==> config.mk <==
export PLATFORM = sky130hd
export DESIGN_NAME = tmser_queue
export DESIGN_NICKNAME = d
export VERILOG_FILES = /design/src/rtl/core/tile_map_scroll_edge_redraw_unit_assert.svh /design/src/rtl/core/tmser_pkg.sv /design/src/rtl/core/tmser_queue.sv
export SDC_FILE = /design/constraint.sdc
export NUM_CORES = 1
export LEC_CHECK = 0
export ABC_AREA = 1
export ABC_CLOCK_PERIOD_IN_PS = 9100
export BUFFER_PORTS_ARGS = -buffer_cell sky130_fd_sc_hd__buf_2
export CAP_MARGIN = 20
export CORE_MARGIN = 1
export CORE_UTILIZATION = 47
export DETAILED_ROUTE_END_ITERATION = 7
export PLACE_DENSITY = 0.83
export SYNTH_ARGS = -nofsm -noshare
export SYNTH_HDL_FRONTEND = slang
export SYNTH_SLANG_ARGS = --single-unit
==> constraint.sdc <==
create_clock -name clk -period 9.1 [get_ports clk]
set_clock_uncertainty 0.2 [all_clocks]
set_input_delay 0.91 -clock clk [delete_from_list [all_inputs] [get_ports clk]]
set_output_delay 0.91 -clock clk [all_outputs]
set_load 0.1 [all_outputs]
==> src/rtl/core/tile_map_scroll_edge_redraw_unit_assert.svh <==
// assertion helpers used by tmser_back
// both expect clk and rst_n in scope
`ifndef TILE_MAP_SCROLL_EDGE_REDRAW_UNIT_ASSERT_SVH
`define TILE_MAP_SCROLL_EDGE_REDRAW_UNIT_ASSERT_SVH

// condition holds in the same cycle
`define TMSER_ASSERT_SAME(label, ante, cons) \
    label: assert property (@(posedge clk) disable iff (!rst_n) (ante) |-> (cons)) \
        else $error("tmser same-cycle check failed");

// condition holds in the following cycle
`define TMSER_ASSERT_NEXT(label, ante, cons) \
    label: assert property (@(posedge clk) disable iff (!rst_n) (ante) |=> (cons)) \
        else $error("tmser next-cycle check failed");

`endif

==> src/rtl/core/tmser_pkg.sv <==
package tmser_pkg;

    localparam int MAP_W        = 64;
    localparam int MAP_H        = 64;
    localparam int TILE_PIX     = 16;
    localparam int TILE_SHIFT   = 4;
    localparam int SCREEN_W_PIX = 320;
    localparam int SCREEN_H_PIX = 240;
    localparam int MAP_W_PIX    = MAP_W * TILE_PIX;
    localparam int MAP_H_PIX    = MAP_H * TILE_PIX;
    localparam int ROW_LEN      = 1 + SCREEN_W_PIX / TILE_PIX;
    localparam int COL_LEN      = 1 + SCREEN_H_PIX / TILE_PIX;
    localparam int MAP_DEPTH    = MAP_W * MAP_H;

    localparam int ORIGIN_X_RESET = 160;
    localparam int ORIGIN_Y_RESET = 200;

    localparam int ORG_W  = 10;
    localparam int SUM_W  = 11;
    localparam int TILE_W = 8;
    localparam int ROW_W  = 6;
    localparam int COL_W  = 6;
    localparam int SX_W   = 10;
    localparam int SY_W   = 9;
    localparam int IDX_W  = 5;
    localparam int ADDR_W = ROW_W + COL_W;

    localparam int QUEUE_DEPTH = 2;
    localparam int QPTR_W      = 1;
    localparam int QCNT_W      = 2;

    localparam logic OP_WRITE  = 1'b0;
    localparam logic OP_SCROLL = 1'b1;

    localparam logic [1:0] DIR_LEFT  = 2'd0;
    localparam logic [1:0] DIR_RIGHT = 2'd1;
    localparam logic [1:0] DIR_UP    = 2'd2;
    localparam logic [1:0] DIR_DOWN  = 2'd3;

    localparam logic [1:0] CMD_WRITE = 2'd0;
    localparam logic [1:0] CMD_COL   = 2'd1;
    localparam logic [1:0] CMD_ROW   = 2'd2;
    localparam logic [1:0] CMD_BLOCK = 2'd3;

    typedef struct packed {
        logic [1:0]              kind;
        logic [ROW_W-1:0]        trow;
        logic [COL_W-1:0]        tcol;
        logic signed [SX_W-1:0]  sx0;
        logic signed [SY_W-1:0]  sy0;
        logic [ORG_W-1:0]        view_x;
        logic [ORG_W-1:0]        view_y;
        logic [TILE_W-1:0]       tile;
    } cmd_t;

endpackage

==> src/rtl/core/tmser_queue.sv <==
module tmser_queue
    import tmser_pkg::*;
(
    input  logic clk,
    input  logic rst_n,
    input  logic push,
    input  cmd_t push_data,
    output logic full,
    output logic head_valid,
    output cmd_t head_data,
    input  logic pop
);

    cmd_t              entry_mem [QUEUE_DEPTH];
    logic [QPTR_W-1:0] wr_ptr_reg, wr_ptr_next;
    logic [QPTR_W-1:0] rd_ptr_reg, rd_ptr_next;
    logic [QCNT_W-1:0] count_reg, count_next;
    logic              do_push, do_pop;

    assign full       = (count_reg == QCNT_W'(QUEUE_DEPTH));
    assign head_valid = (count_reg != '0);
    assign head_data  = entry_mem[rd_ptr_reg];
    assign do_push    = push && !full;
    assign do_pop     = pop && head_valid;

    always_comb
    begin
        wr_ptr_next = do_push ? wr_ptr_reg + 1'b1 : wr_ptr_reg;
        rd_ptr_next = do_pop ? rd_ptr_reg + 1'b1 : rd_ptr_reg;
        count_next  = count_reg;
        if (do_push && !do_pop)
        begin
            count_next = count_reg + 1'b1;
        end
        else if (!do_push && do_pop)
        begin
            count_next = count_reg - 1'b1;
        end
    end

    always_ff @(posedge clk or negedge rst_n)
    begin
        if (!rst_n)
        begin
            wr_ptr_reg <= '0;
            rd_ptr_reg <= '0;
            count_reg  <= '0;
        end
        else
        begin
            wr_ptr_reg <= wr_ptr_next;
            rd_ptr_reg <= rd_ptr_next;
            count_reg  <= count_next;
        end
    end

    always_ff @(posedge clk)
    begin
        if (do_push)
        begin
            entry_mem[wr_ptr_reg] <= push_data;
        end
    end

endmodule

==> impl_metrics.tcl <==
set metrics [dict create \
    status "complete, no violations" \
    overflow 0 \
    synth-edff-count 122 \
    highest_layer "met4" \
    synth.area.mux_share_pct 0 \
    crit_top_cell "nand2_1" \
    core-area_mm2 0.00973 \
    drt-initial-drc-count 114 \
    crit_family "buffers and inverters" \
    m1WireLength_um 3320 \
    die_x_um 102 \
    cts_resized 0 \
    setup_violations 0 \
    cp_cell_sequence "buf_4 > nand2_1 > nand2_1 > buf_2" \
    maxCapViolCount 0 \
    criticalPathCategory "flip-flop to output pin" \
    async_flop_share_pct 3.17 \
    synthesis.nets 416 \
    avgSynthCellArea_um2 13.5 \
    fp.dieH_um 102 \
    clk-insertion-delay-late_ns 0.51 \
    rsz0062_at_grt "no" \
    crit_buf_inv 2 \
    crit_required_ns 7.99 \
    diodes 0 \
    hpwl_um 5030 \
    clkTransAtPathRegs_ns 0.05 \
    synth_compound_area_share_pct 0.106 \
    synth_area_leaders "edfxtp_1 (78%), nand2_1 (15%), dfrtp_1 (2.1%)" \
    synth_top_family_by_area "simple AND/OR/NAND/NOR gates" \
    avgViaCountPerCell 4.66 \
    crit_arrival_ns 2.16 \
    slew_headroom_pct 45.2 \
    synth.cell_area_mm2 0.00471 \
    worst_slew_pin_slew_ns 0.821 \
    synth_ff_type "edfxtp_1" \
    syn_to_final_growth_pct 27.0 \
    wl_met2_um 4550 \
    cts_buffers 17 \
    clock-root-buffer "clkbuf_8" \
    cts_tree "done" \
    synth_area_leader_cell "edfxtp_1" \
    vias 2941 \
    grt_pass1_vias 2926 \
    synth.distinct_cells 16 \
    routed_wl_um 8410 \
    cts_sinks 126 \
    largest_register_ffs 122 \
    yosys.area_share.simple_pct 16.2 \
    setup.worst_path.end_class "output pin" \
    cts_setup_buffers 0 \
    yosysWarnings 0 \
    antenna_found_initial 0 \
    post-route-period-util_pct 36.0 \
    firstDrtPassIters 4 \
    critical-path-max-stage-delay_ns 0.54 \
    cp_slowest_cell "buf_4" \
    fin_nets 553 \
    worstHoldPathType "flip-flop to flip-flop" \
    hold_buffers 1 \
    h-tree-depth 4 \
    start_kind "flip-flop" \
    dr_wl_met3_um 429 \
    wire_per_inst_um 13.3 \
    grt_pass1_wl_um 12900 \
    globalplace.congestion 0.675 \
    initial_core_util_pct 48.4 \
    drive_gt1_share_pct 32.7 \
    period_minus_slack_ns 3.27 \
    antenna_left 0 \
    fin_setup_tns_ns 0 \
    synth_top_area_share_pct 77.7 \
    fillerInstances 778 \
    clockBufferDepth 2 \
    cp_max_fo 62 \
    synth-xor-area-share_pct 0.186 \
    finalHoldViolations 0 \
    pin_count 128 \
    synthCells 350 \
    rows 36 \
    synth-seq-cells 126 \
    grt_use_total_pct 17.1 \
    drc 0 \
    ys_seq_area_share_pct 79.9 \
    max_freq_mhz 305 \
    synthAdderAreaFrac_pct 0.266 \
    port_buffers 127 \
    maxSlewViolCount 0 \
    post-synth-top-count-cell "nand2_1" \
    die_area_mm2 0.0104 \
    grt_max_degree 63 \
    synthTopCellsByCount "nand2_1 (193), edfxtp_1 (122), buf_6 (7), buf_4 (6), inv_1 (6)" \
]
-- kinds of logic after synthesis --
group | Yosys count
AO/OA/AOI/OAI | 1
XOR/XNOR | 1
adder cells (fa/ha/maj) | 1
buffers and inverters | 21
flip-flops | 126
AND/OR/NAND/NOR | 200
-- worst min-delay path, stage by stage (launching register included) --
cell and delay [ns]:
dfrtp_1 0.35, nand2_1 0.06, nand2_1 0.05
-- per-stage QoR --
step	hold slack (ns)	utilization [%]	setup slack [ns]	std cells	area, um^2
2_1_floorplan	0.242	-	4.85	350	4710
3_3_place_gp	0.254	55.7	6.41	600	5420
3_5_place_dp	0.278	55.7	6.35	600	5420
4_1_cts	0.291	61.5	5.80	631	5980
5_1_grt	0.318	61.5	5.72	631	5980
6_report	0.293	61.5	5.83	631	5980
-- routing by layer --
layer	vias up	global-route usage (%)
li1	1451	-
met4	0	9.34
met5	-	0
met1	1403	16.3
met3	8	5.61
met2	79	32.1
-- final cells by class --
type	count	area [um^2]	share of cell area, %
Sequential cell	126	3760	62.9
Multi-Input combinational cell	203	797	13.3
Timing Repair Buffer	131	668	11.2
Clock buffer	22	433	7.24
Tap cell	133	166	2.78
Clock inverter	8	118	1.97
Inverter	8	35.0	0.586
-- path summary, 6_finish.rpt --
path | from | end | slack, ns | depth (start not counted)
worst max-delay path | rd_ptr_reg$_DFFE_PN0P_ | head_data[44] | 5.83 | 4
worst min-delay path | count_reg[1]$_DFFE_PN0P_ | count_reg[1]$_DFFE_PN0P_ | 0.29 | 2
worst max register to register | count_reg[1]$_DFFE_PN0P_ | entry_mem[1][36]$_DFFE_PP_ | 7.01 | 4
worst min register to register | count_reg[1]$_DFFE_PN0P_ | count_reg[1]$_DFFE_PN0P_ | 0.29 | 2
max in group asynchronous | rst_n | rd_ptr_reg$_DFFE_PN0P_ | 8.02 | 2
min in group asynchronous | rst_n | wr_ptr_reg$_DFFE_PN0P_ | 0.54 | 2
-- layout by cell type, fill, tap and decap left out, drive strengths merged --
cell,Yosys,final
bufinv,0,3
ha,1,1
nand2,194,194
nand4,1,1
buf,13,130
clkinvlp,0,1
dlygate4sd3,0,1
clkbuf,0,22
xnor2,1,1
dfrtp,4,4
nor2,3,3
inv,8,8
clkinv,0,4
o21ai,1,1
nand3,2,2
edfxtp,122,122
Power is left out: the tool's default activity adds up to more than one toggle a clock period on the data nets, which glitch-free logic cannot reach.
