### config.mk
export PLATFORM = sky130hd
export DESIGN_NAME = tmser_front
export DESIGN_NICKNAME = d
export VERILOG_FILES = /design/src/rtl/core/tile_map_scroll_edge_redraw_unit_assert.svh /design/src/rtl/core/tmser_pkg.sv /design/src/rtl/core/tmser_front.sv
export SDC_FILE = /design/constraint.sdc
export NUM_CORES = 1
export LEC_CHECK = 0
export ABC_AREA = 1
export ABC_CLOCK_PERIOD_IN_PS = 3800
export BUFFER_PORTS_ARGS = -buffer_cell sky130_fd_sc_hd__buf_2
export CAP_MARGIN = 20
export CORE_ASPECT_RATIO = 0.5
export CORE_MARGIN = 2
export CORE_UTILIZATION = 57
export DETAILED_ROUTE_END_ITERATION = 8
export HOLD_SLACK_MARGIN = 0.05
export PLACE_DENSITY = 0.83
export SLEW_MARGIN = 25
export SYNTH_ARGS = -nofsm -noshare
export SYNTH_HDL_FRONTEND = slang
export SYNTH_SLANG_ARGS = --single-unit
export TNS_END_PERCENT = 100
### constraint.sdc
create_clock -name clk -period 3.8 [get_ports clk]
set_input_delay 0.19 -clock clk [delete_from_list [all_inputs] [get_ports clk]]
set_output_delay 0.19 -clock clk [all_outputs]
set_load 0.03 [all_outputs]
### src/rtl/core/tile_map_scroll_edge_redraw_unit_assert.svh
// assertion helpers used by tmser_back
// both expect clk and rst_n in scope
`ifndef TILE_MAP_SCROLL_EDGE_REDRAW_UNIT_ASSERT_SVH
`define TILE_MAP_SCROLL_EDGE_REDRAW_UNIT_ASSERT_SVH

// condition holds in the same cycle
`define TMSER_ASSERT_SAME(label, ante, cons) \
    label: assert property (@(posedge clk) disable iff (!rst_n) (ante) |-> (cons)) \
        else $error("tmser same-cycle check failed");

// condition holds in the following cycle
`define TMSER_ASSERT_NEXT(label, ante, cons) \
    label: assert property (@(posedge clk) disable iff (!rst_n) (ante) |=> (cons)) \
        else $error("tmser next-cycle check failed");

`endif

### src/rtl/core/tmser_pkg.sv
package tmser_pkg;

    localparam int MAP_W        = 64;
    localparam int MAP_H        = 64;
    localparam int TILE_PIX     = 16;
    localparam int TILE_SHIFT   = 4;
    localparam int SCREEN_W_PIX = 320;
    localparam int SCREEN_H_PIX = 240;
    localparam int MAP_W_PIX    = MAP_W * TILE_PIX;
    localparam int MAP_H_PIX    = MAP_H * TILE_PIX;
    localparam int ROW_LEN      = 1 + SCREEN_W_PIX / TILE_PIX;
    localparam int COL_LEN      = 1 + SCREEN_H_PIX / TILE_PIX;
    localparam int MAP_DEPTH    = MAP_W * MAP_H;

    localparam int ORIGIN_X_RESET = 160;
    localparam int ORIGIN_Y_RESET = 200;

    localparam int ORG_W  = 10;
    localparam int SUM_W  = 11;
    localparam int TILE_W = 8;
    localparam int ROW_W  = 6;
    localparam int COL_W  = 6;
    localparam int SX_W   = 10;
    localparam int SY_W   = 9;
    localparam int IDX_W  = 5;
    localparam int ADDR_W = ROW_W + COL_W;

    localparam int QUEUE_DEPTH = 2;
    localparam int QPTR_W      = 1;
    localparam int QCNT_W      = 2;

    localparam logic OP_WRITE  = 1'b0;
    localparam logic OP_SCROLL = 1'b1;

    localparam logic [1:0] DIR_LEFT  = 2'd0;
    localparam logic [1:0] DIR_RIGHT = 2'd1;
    localparam logic [1:0] DIR_UP    = 2'd2;
    localparam logic [1:0] DIR_DOWN  = 2'd3;

    localparam logic [1:0] CMD_WRITE = 2'd0;
    localparam logic [1:0] CMD_COL   = 2'd1;
    localparam logic [1:0] CMD_ROW   = 2'd2;
    localparam logic [1:0] CMD_BLOCK = 2'd3;

    typedef struct packed {
        logic [1:0]              kind;
        logic [ROW_W-1:0]        trow;
        logic [COL_W-1:0]        tcol;
        logic signed [SX_W-1:0]  sx0;
        logic signed [SY_W-1:0]  sy0;
        logic [ORG_W-1:0]        view_x;
        logic [ORG_W-1:0]        view_y;
        logic [TILE_W-1:0]       tile;
    } cmd_t;

endpackage

### src/rtl/core/tmser_front.sv
module tmser_front
    import tmser_pkg::*;
(
    input  logic               clk,
    input  logic               rst_n,
    input  logic               req_valid,
    output logic               req_stall,
    input  logic               op,
    input  logic [1:0]         dir,
    input  logic [3:0]         step,
    input  logic [ROW_W-1:0]   map_row,
    input  logic [COL_W-1:0]   map_col,
    input  logic [TILE_W-1:0]  tile_in,
    input  logic               q_full,
    output logic               q_push,
    output cmd_t               q_data
);

    logic [ORG_W-1:0] ox_reg, ox_next;
    logic [ORG_W-1:0] oy_reg, oy_next;
    logic             accept;
    logic [ORG_W-1:0] step_ext;
    logic             left_ok, right_ok, up_ok, down_ok;
    logic [ORG_W-1:0] nx_left, nx_right, ny_up, ny_down;
    logic [SUM_W-1:0] edge_r, edge_d;
    logic [COL_W-1:0] tcol_left, tcol_right;
    logic [ROW_W-1:0] trow_up, trow_down;
    logic [ROW_W-1:0] trow_cur;
    logic [COL_W-1:0] tcol_cur;

    assign req_stall = q_full;
    assign accept    = req_valid && !q_full;
    assign q_push    = accept;
    assign step_ext  = ORG_W'(step);

    // bound tests, same form as the map limits
    assign left_ok  = ox_reg > step_ext;
    assign up_ok    = oy_reg > step_ext;
    assign right_ok = (SUM_W'(ox_reg) + SUM_W'(SCREEN_W_PIX) + SUM_W'(step))
                      < SUM_W'(MAP_W_PIX);
    assign down_ok  = (SUM_W'(oy_reg) + SUM_W'(SCREEN_H_PIX) + SUM_W'(step))
                      < SUM_W'(MAP_H_PIX);

    assign nx_left  = ox_reg - step_ext;
    assign nx_right = ox_reg + step_ext;
    assign ny_up    = oy_reg - step_ext;
    assign ny_down  = oy_reg + step_ext;

    assign edge_r = SUM_W'(nx_right) + SUM_W'(SCREEN_W_PIX - 1);
    assign edge_d = SUM_W'(ny_down) + SUM_W'(SCREEN_H_PIX - 1);

    assign tcol_left  = nx_left[TILE_SHIFT +: COL_W];
    assign tcol_right = edge_r[TILE_SHIFT +: COL_W];
    assign trow_up    = ny_up[TILE_SHIFT +: ROW_W];
    assign trow_down  = edge_d[TILE_SHIFT +: ROW_W];
    assign trow_cur   = oy_reg[TILE_SHIFT +: ROW_W];
    assign tcol_cur   = ox_reg[TILE_SHIFT +: COL_W];

    always_comb
    begin
        ox_next        = ox_reg;
        oy_next        = oy_reg;
        q_data         = '0;
        q_data.view_x  = ox_reg;
        q_data.view_y  = oy_reg;
        if (op == OP_WRITE)
        begin
            q_data.kind = CMD_WRITE;
            q_data.trow = map_row;
            q_data.tcol = map_col;
            q_data.tile = tile_in;
        end
        else
        begin
            q_data.kind = CMD_BLOCK;
            case (dir)
                DIR_LEFT:
                begin
                    if (left_ok)
                    begin
                        ox_next        = nx_left;
                        q_data.kind    = CMD_COL;
                        q_data.view_x  = nx_left;
                        q_data.tcol    = tcol_left;
                        q_data.trow    = trow_cur;
                        q_data.sx0     = SX_W'({tcol_left, TILE_SHIFT'(0)}) - SX_W'(nx_left);
                        q_data.sy0     = SY_W'({trow_cur, TILE_SHIFT'(0)}) - SY_W'(oy_reg);
                    end
                end
                DIR_RIGHT:
                begin
                    if (right_ok)
                    begin
                        ox_next        = nx_right;
                        q_data.kind    = CMD_COL;
                        q_data.view_x  = nx_right;
                        q_data.tcol    = tcol_right;
                        q_data.trow    = trow_cur;
                        q_data.sx0     = SX_W'({tcol_right, TILE_SHIFT'(0)}) - SX_W'(nx_right);
                        q_data.sy0     = SY_W'({trow_cur, TILE_SHIFT'(0)}) - SY_W'(oy_reg);
                    end
                end
                DIR_UP:
                begin
                    if (up_ok)
                    begin
                        oy_next        = ny_up;
                        q_data.kind    = CMD_ROW;
                        q_data.view_y  = ny_up;
                        q_data.trow    = trow_up;
                        q_data.tcol    = tcol_cur;
                        q_data.sx0     = SX_W'({tcol_cur, TILE_SHIFT'(0)}) - SX_W'(ox_reg);
                        q_data.sy0     = SY_W'({trow_up, TILE_SHIFT'(0)}) - SY_W'(ny_up);
                    end
                end
                default:
                begin
                    if (down_ok)
                    begin
                        oy_next        = ny_down;
                        q_data.kind    = CMD_ROW;
                        q_data.view_y  = ny_down;
                        q_data.trow    = trow_down;
                        q_data.tcol    = tcol_cur;
                        q_data.sx0     = SX_W'({tcol_cur, TILE_SHIFT'(0)}) - SX_W'(ox_reg);
                        q_data.sy0     = SY_W'({trow_down, TILE_SHIFT'(0)}) - SY_W'(ny_down);
                    end
                end
            endcase
        end
    end

    always_ff @(posedge clk or negedge rst_n)
    begin
        if (!rst_n)
        begin
            ox_reg <= ORG_W'(ORIGIN_X_RESET);
            oy_reg <= ORG_W'(ORIGIN_Y_RESET);
        end
        else if (accept)
        begin
            ox_reg <= ox_next;
            oy_reg <= oy_next;
        end
    end

endmodule

==> results of run 1 <==
-- critical path, delay by kind of cell (launching register included) --
kind,cells,cell delay (ns)
buf+inv,4,0.38
simple gates,11,1.19
compound gates,1,0.12
fa+ha+maj,3,1.01
flops,1,0.43
-- power by group --
| part | internal [mW] | total (mW) | switching, mW |
|---|---|---|---|
| Clock | 0.144 | 0.248 | 0.104 |
| Sequential | 0.335 | 0.569 | 0.235 |
| Combinational | 1.27 | 3.90 | 2.63 |
| Total | 1.75 | 4.72 | 2.97 |
-- layer usage --
| metal | global-route usage, % | routed length, um | part of all wire (%) |
|---|---|---|---|
| met1 | 45.4 | 6400 | 43 |
| met3 | 5.22 | 1380 | 9.3 |
| met5 | 0 | 0 | 0 |
| met4 | 6.45 | 311 | 2.1 |
| met2 | 59.9 | 6740 | 45 |
-- timing repair --
item | 4_1_cts | 5_1_grt
hold buffers | 1 | 0
endpoints found under the setup margin | 0 | 6
resized for setup | 0 | 21
endpoints found under the hold margin | 15 | 0
setup buffers | 0 | 1
-- through the flow --
step | std cells | utilization (%) | cell area [sq um]
after global routing | 954 | 68.2 | 5130
after detailed placement | 948 | 66.2 | 4970
after floorplan | 774 | - | 4530
after CTS | 953 | 67.4 | 5060
after global placement | 948 | 66.2 | 4970
final | 954 | 68.2 | 5130
-- how the worst max path moves through the flow --
stage	from	end	slack (ns)	cells past startpoint
after floorplan	ox_reg[0]	q_data[45]	0.55	19
after global placement	ox_reg[0]	q_data[44]	0.50	22
after detailed placement	ox_reg[0]	q_data[44]	0.39	22
after CTS	ox_reg[0]	q_data[44]	0.07	22
after global routing	ox_reg[0]	q_data[45]	-0.04	19
final	ox_reg[0]	q_data[45]	0.18	19
-- synthesized netlist by cell type, drive strengths merged, types with 4 or more instances --
master  number  area share [%]
a21oi       37             4.8
a22oi        6            0.99
a31oi        6            0.83
buf         24             3.7
clkbuf       9            0.75
dfrtp       15             8.3
dfstp        5             2.9
fa           4             1.8
ha          31             8.6
inv        111             9.3
nand2      237              21
nand3       55             6.7
nand3b       5            0.83
nand4       15             2.1
nor2        68             6.6
nor3         8            0.99
o211ai      12             2.0
o21ai       70             7.9
o221ai       5            0.97
or2          9             1.2
xnor2        5            0.97
xor2        17             3.3
-- kinds of logic after synthesis --
group                      share of synthesized area, %
AOI/OAI and AO/OA                                  19.4
xor gates and xnor gates                           4.25
adders and majority gates                          10.3
buffers and inverters                              14.1
DFF                                                11.2
and+or+nand+nor                                    40.7
-- layout make-up --
class | instances | area (sq um)
clock buffers | 4 | 78.8
fillers | 700 | 2390
inverters | 114 | 439
multi-input cells | 607 | 3430
flip-flops and latches | 20 | 512
well taps | 108 | 135
repair buffers | 101 | 536
==> results.toml, run 1 <==
[global_routing]
grt_antenna_before_repair = 0
grt_pass1_vias = 4859
grt_max_degree = 47
grt_first_pass_wirelength_um = 23300
grtUsageTotal_pct = 34.3
grt_overflow_total = 0

[clock_tree]
cts_buffers = 3
cts-root-buf = "clkbuf_16"
cts_tree = "done"
clkSinkCount = 20
clkSlewWorstSetupHoldPaths_ns = 0.07
cts-htree-levels = 1
clock_latency_ns = 0.27
clk_path_buf_depth = 2

[power_and_ir_drop]
p_per_area_nw_per_um2 = 920
leakage_nw = 2.74
power_mw = 4.72
peakVddDrop_mv = 0.419

[routing]
finalWirelength_um = 14800
drc = 0
wl_per_cell_um = 15.5
drt-initial-drc-count = 514
vias = 5482
drtAntennaViolNets = 0
drtPass1Iterations = 5
via_per_inst = 5.75

[worst_setup_path]
slowest_stage = "fa_2"
cp.arrival_ns = 3.43
reg2reg_depth = 14
cpMostUsedCell = "nand2_1"
end_kind = "output port"
crit_path_start_kind = "register"
slowest_delay_ns = 0.56
cp_cell_sequence = "ha_4, inv_1, fa_2, nand2_1, nor2_1, nand2_2, nor2_1, nand2_1, nand2_1, inv_1, ha_1, inv_1, nand2_1, nand2_1, nand3_1, nand3_1, nand3_1, a21oi_1, buf_2"
worstReg2RegStart = "oy_reg[0]"
rrSetupSlack_ns = 0.81
required_ns = 3.61
critical_path_class = "reg -> out"
r2r_end = "oy_reg[0]"
worstPathMaxFanout = 6

[sta]
fin_ws_ns = 0.181
whs_ns = 0.330
fin_crit_sh_pct = 95.2
timing.fmax_mhz = 276
layout_min_cycle_time_ns = 3.62
finClkSkew_ns = 0.000940
slew_violations = 0
setup_violations = 0
worst_slew_pin_slew_ns = 0.549
slew_headroom_pct = 63.4
setup_tns_ns = 0
hold_viol_final = 0

[synth]
synth.distinct_cells = 53
synth.avg_cell_area_sq_um = 5.85
synth_seq_cells = 20
ys_async_sr_fraction_pct = 100
ys.warnings.count = 0
synth_cells = 774
netlist_area_sq_um = 4530
synth.net_count = 840
ys_seq_area_share_pct = 11.2
synth-main-ff-cell = "dfrtp_1"
synth_edf_count = 0

[finish]
fin_nets = 913
layout_commonest_cell = "nand2_1"
layout_common_cells = "nand2_1, inv_1, buf_2, nor2_1, o21ai_0"
synthToLayoutAreaGrowth_pct = 13.2
drive_gt1_share_pct = 22.8
n_antenna_cell = 0

[place]
place_ws_ns = 0.391
port_buffers = 93
gp_routability_congestion = 0.972
hpwl_um = 11400

[hold_path]
holdPathEnd = "oy_reg[0]"
worst_hold_path.num_cells = 4
hp-start = "q_full"
hold_path.class = "in -> reg"

[floorplanning]
rows = 22
core-area_sq_um = 7510
fp.dieH_um = 67.0
initial_core_util_pct = 60.3
dieArea_sq_um = 8720
dieWidth_um = 130
ios = 94

[run]
cap_violations = 0

[status]
outcome = "finished, final reports clean"
No activity file was read; power rests on OpenSTA's default activity.
==> run 2: changes to the inputs <==
--- a/config.mk
+++ b/config.mk
@@ -6,15 +6,16 @@
 export NUM_CORES = 1
 export LEC_CHECK = 0
 export ABC_AREA = 1
-export ABC_CLOCK_PERIOD_IN_PS = 3800
+export ABC_CLOCK_PERIOD_IN_PS = 4400
 export BUFFER_PORTS_ARGS = -buffer_cell sky130_fd_sc_hd__buf_2
 export CAP_MARGIN = 20
 export CORE_ASPECT_RATIO = 0.5
 export CORE_MARGIN = 2
-export CORE_UTILIZATION = 57
+export CORE_UTILIZATION = 60
 export DETAILED_ROUTE_END_ITERATION = 8
+export GPL_TIMING_DRIVEN = 0
 export HOLD_SLACK_MARGIN = 0.05
-export PLACE_DENSITY = 0.83
+export PLACE_DENSITY = 0.86
 export SLEW_MARGIN = 25
 export SYNTH_ARGS = -nofsm -noshare
 export SYNTH_HDL_FRONTEND = slang
==> constraint.sdc (replaced) <==
create_clock -name clk -period 4.4 [get_ports clk]
set_input_delay 0.22 -clock clk [delete_from_list [all_inputs] [get_ports clk]]
set_output_delay 0.22 -clock clk [all_outputs]
set_load 0.03 [all_outputs]
==> results.toml, run 2 (synthesis gave the netlist of run 1 again) <==
[place]
gp_routability_congestion = 0.975
port_buffers = 92
hpwl_um = 11900

[worst_setup_path]
required_ns = 4.18
slowest_stage = "dfrtp_1"
crit_path_start_kind = "register"
end_kind = "output port"
critical_path_class = "reg -> out"
slowest_delay_ns = 0.47
cp.arrival_ns = 3.69
cp_cell_sequence = "ha_1, inv_1, fa_1, inv_1, nand2_2, nand3_2, nand2_1, nand2_1, nand2_2, inv_2, nand2_1, nand2_1, inv_1, ha_1, inv_1, xor2_1, nand3_1, nand3_1, nand3_1, a21oi_1, buf_2"
worstPathMaxFanout = 6

[finish]
synthToLayoutAreaGrowth_pct = 15.0
fillers = 682
drive_gt1_share_pct = 22.5
register_area_sq_um = 507
multi_input_area_sq_um = 3380
layout_common_cells = "nand2_1, buf_2, inv_1, nor2_1, o21ai_0"
fin_nets = 938
n_antenna_cell = 0
layout_commonest_cell = "nand2_1"

[global_routing]
grt_first_pass_wirelength_um = 24500
grt_max_degree = 21
grt_overflow_total = 0
grtUsageTotal_pct = 37.2
grt_antenna_before_repair = 0
grt_pass1_vias = 5188

[floorplanning]
dieArea_sq_um = 8300
dieWidth_um = 127
core-area_sq_um = 7320
fp.dieH_um = 65.4
rows = 22
initial_core_util_pct = 61.9
ios = 94

[hold_path]
hold_path.class = "in -> reg"

[clock_tree]
cts-root-buf = "clkbuf_16"
clkSinkCount = 20
clkSlewWorstSetupHoldPaths_ns = 0.07
clk_path_buf_depth = 2
cts-htree-levels = 1
clock_latency_ns = 0.27
post-cts-setup-buffers = 0
cts_buffers = 3
cts_tree = "done"

[sta]
rsz0062_at_grt = "no"
layout_min_cycle_time_ns = 3.91
whs_ns = 0.348
fin_crit_sh_pct = 88.9
finClkSkew_ns = 0.00283
setup_violations = 0
slew_headroom_pct = 58.2
slew_violations = 0
hold_viol_final = 0
worst_slew_pin_slew_ns = 0.626
setup_tns_ns = 0
timing.fmax_mhz = 256

[status]
outcome = "finished, final reports clean"

[power_and_ir_drop]
power_mw = 4.10
leakage_nw = 2.84
p_per_area_nw_per_um2 = 786
peakVddDrop_mv = 0.403

[routing]
vias = 5630
drtPass1Iterations = 6
via_per_inst = 5.82
drt-initial-drc-count = 601
finalWirelength_um = 15200
drtAntennaViolNets = 0
wl_per_cell_um = 15.7
drc = 0

[run]
cap_violations = 0
run 2: changes by cell type in the layout (fill, tap and decap cells not counted), moves of 3 or more:
cell,delta
dfrtp_2,-4
buf_6,+3
buf_2,+13
dfrtp_1,+4
ha_1,+3
clkbuf_1,+8
run 2: final cells by class:
type                       instances  share of cell area, %
multi-input combinational        607                   64.9
clock buffer                       4                   1.71
tap                               96                   2.31
timing repair buffer              93                   9.03
sequential                        20                   9.73
inverter                         114                   8.43
buffer                            33                   3.87
run 2: path summary, 6_finish.rpt:
path,from,to,slack [ns],cells past startpoint
min in group asynchronous,rst_n,oy_reg[5],0.49,2
worst min register to register,oy_reg[3],oy_reg[3],0.61,2
worst max register to register,oy_reg[0],oy_reg[8],1.50,15
worst min-delay path,op,oy_reg[0],0.35,3
worst max-delay path,oy_reg[0],q_data[35],0.49,21
max in group asynchronous,rst_n,ox_reg[9],3.52,2
run 2: metal layers:
layer,vias up,part of all wire [%],global-route usage [%]
li1,2722,-,-
met1,2511,43,50.1
met2,337,43,61.9
met3,60,10,6.11
met4,0,3.3,11.7
met5,-,0,0
run 2: what timing repair did:
| action | in CTS | in global routing |
|---|---|---|
| hold endpoints to repair | 15 | 0 |
| gates resized for setup | 0 | 0 |
| setup endpoints to repair | 0 | 0 |
| hold buffers | 1 | 0 |
run 2: power breakdown:
group	internal, mW	switching [mW]	total (mW)
registers	0.283	0.0860	0.369
clock network	0.140	0.0932	0.233
logic	1.13	2.37	3.50
run 2: worst max-delay path, delay by kind of cell (launching register included):
family | cells | cell delay [ns]
flip-flops | 1 | 0.47
XOR/XNOR | 1 | 0.30
buffers and inverters | 6 | 0.60
AND/OR/NAND/NOR | 10 | 0.97
adder cells (fa/ha/maj) | 3 | 0.92
AO/OA/AOI/OAI | 1 | 0.17
run 2: through the flow:
stage          area, sq um  util (%)  setup WS, ns  cells
2_1_floorplan         4530         -          1.12    774
3_3_place_gp          5110      69.8         0.887    962
6_report              5210      71.2         0.487    967
5_1_grt               5210      71.2         0.154    967
3_5_place_dp          5110      69.8         0.870    962
4_1_cts               5210      71.2         0.555    967
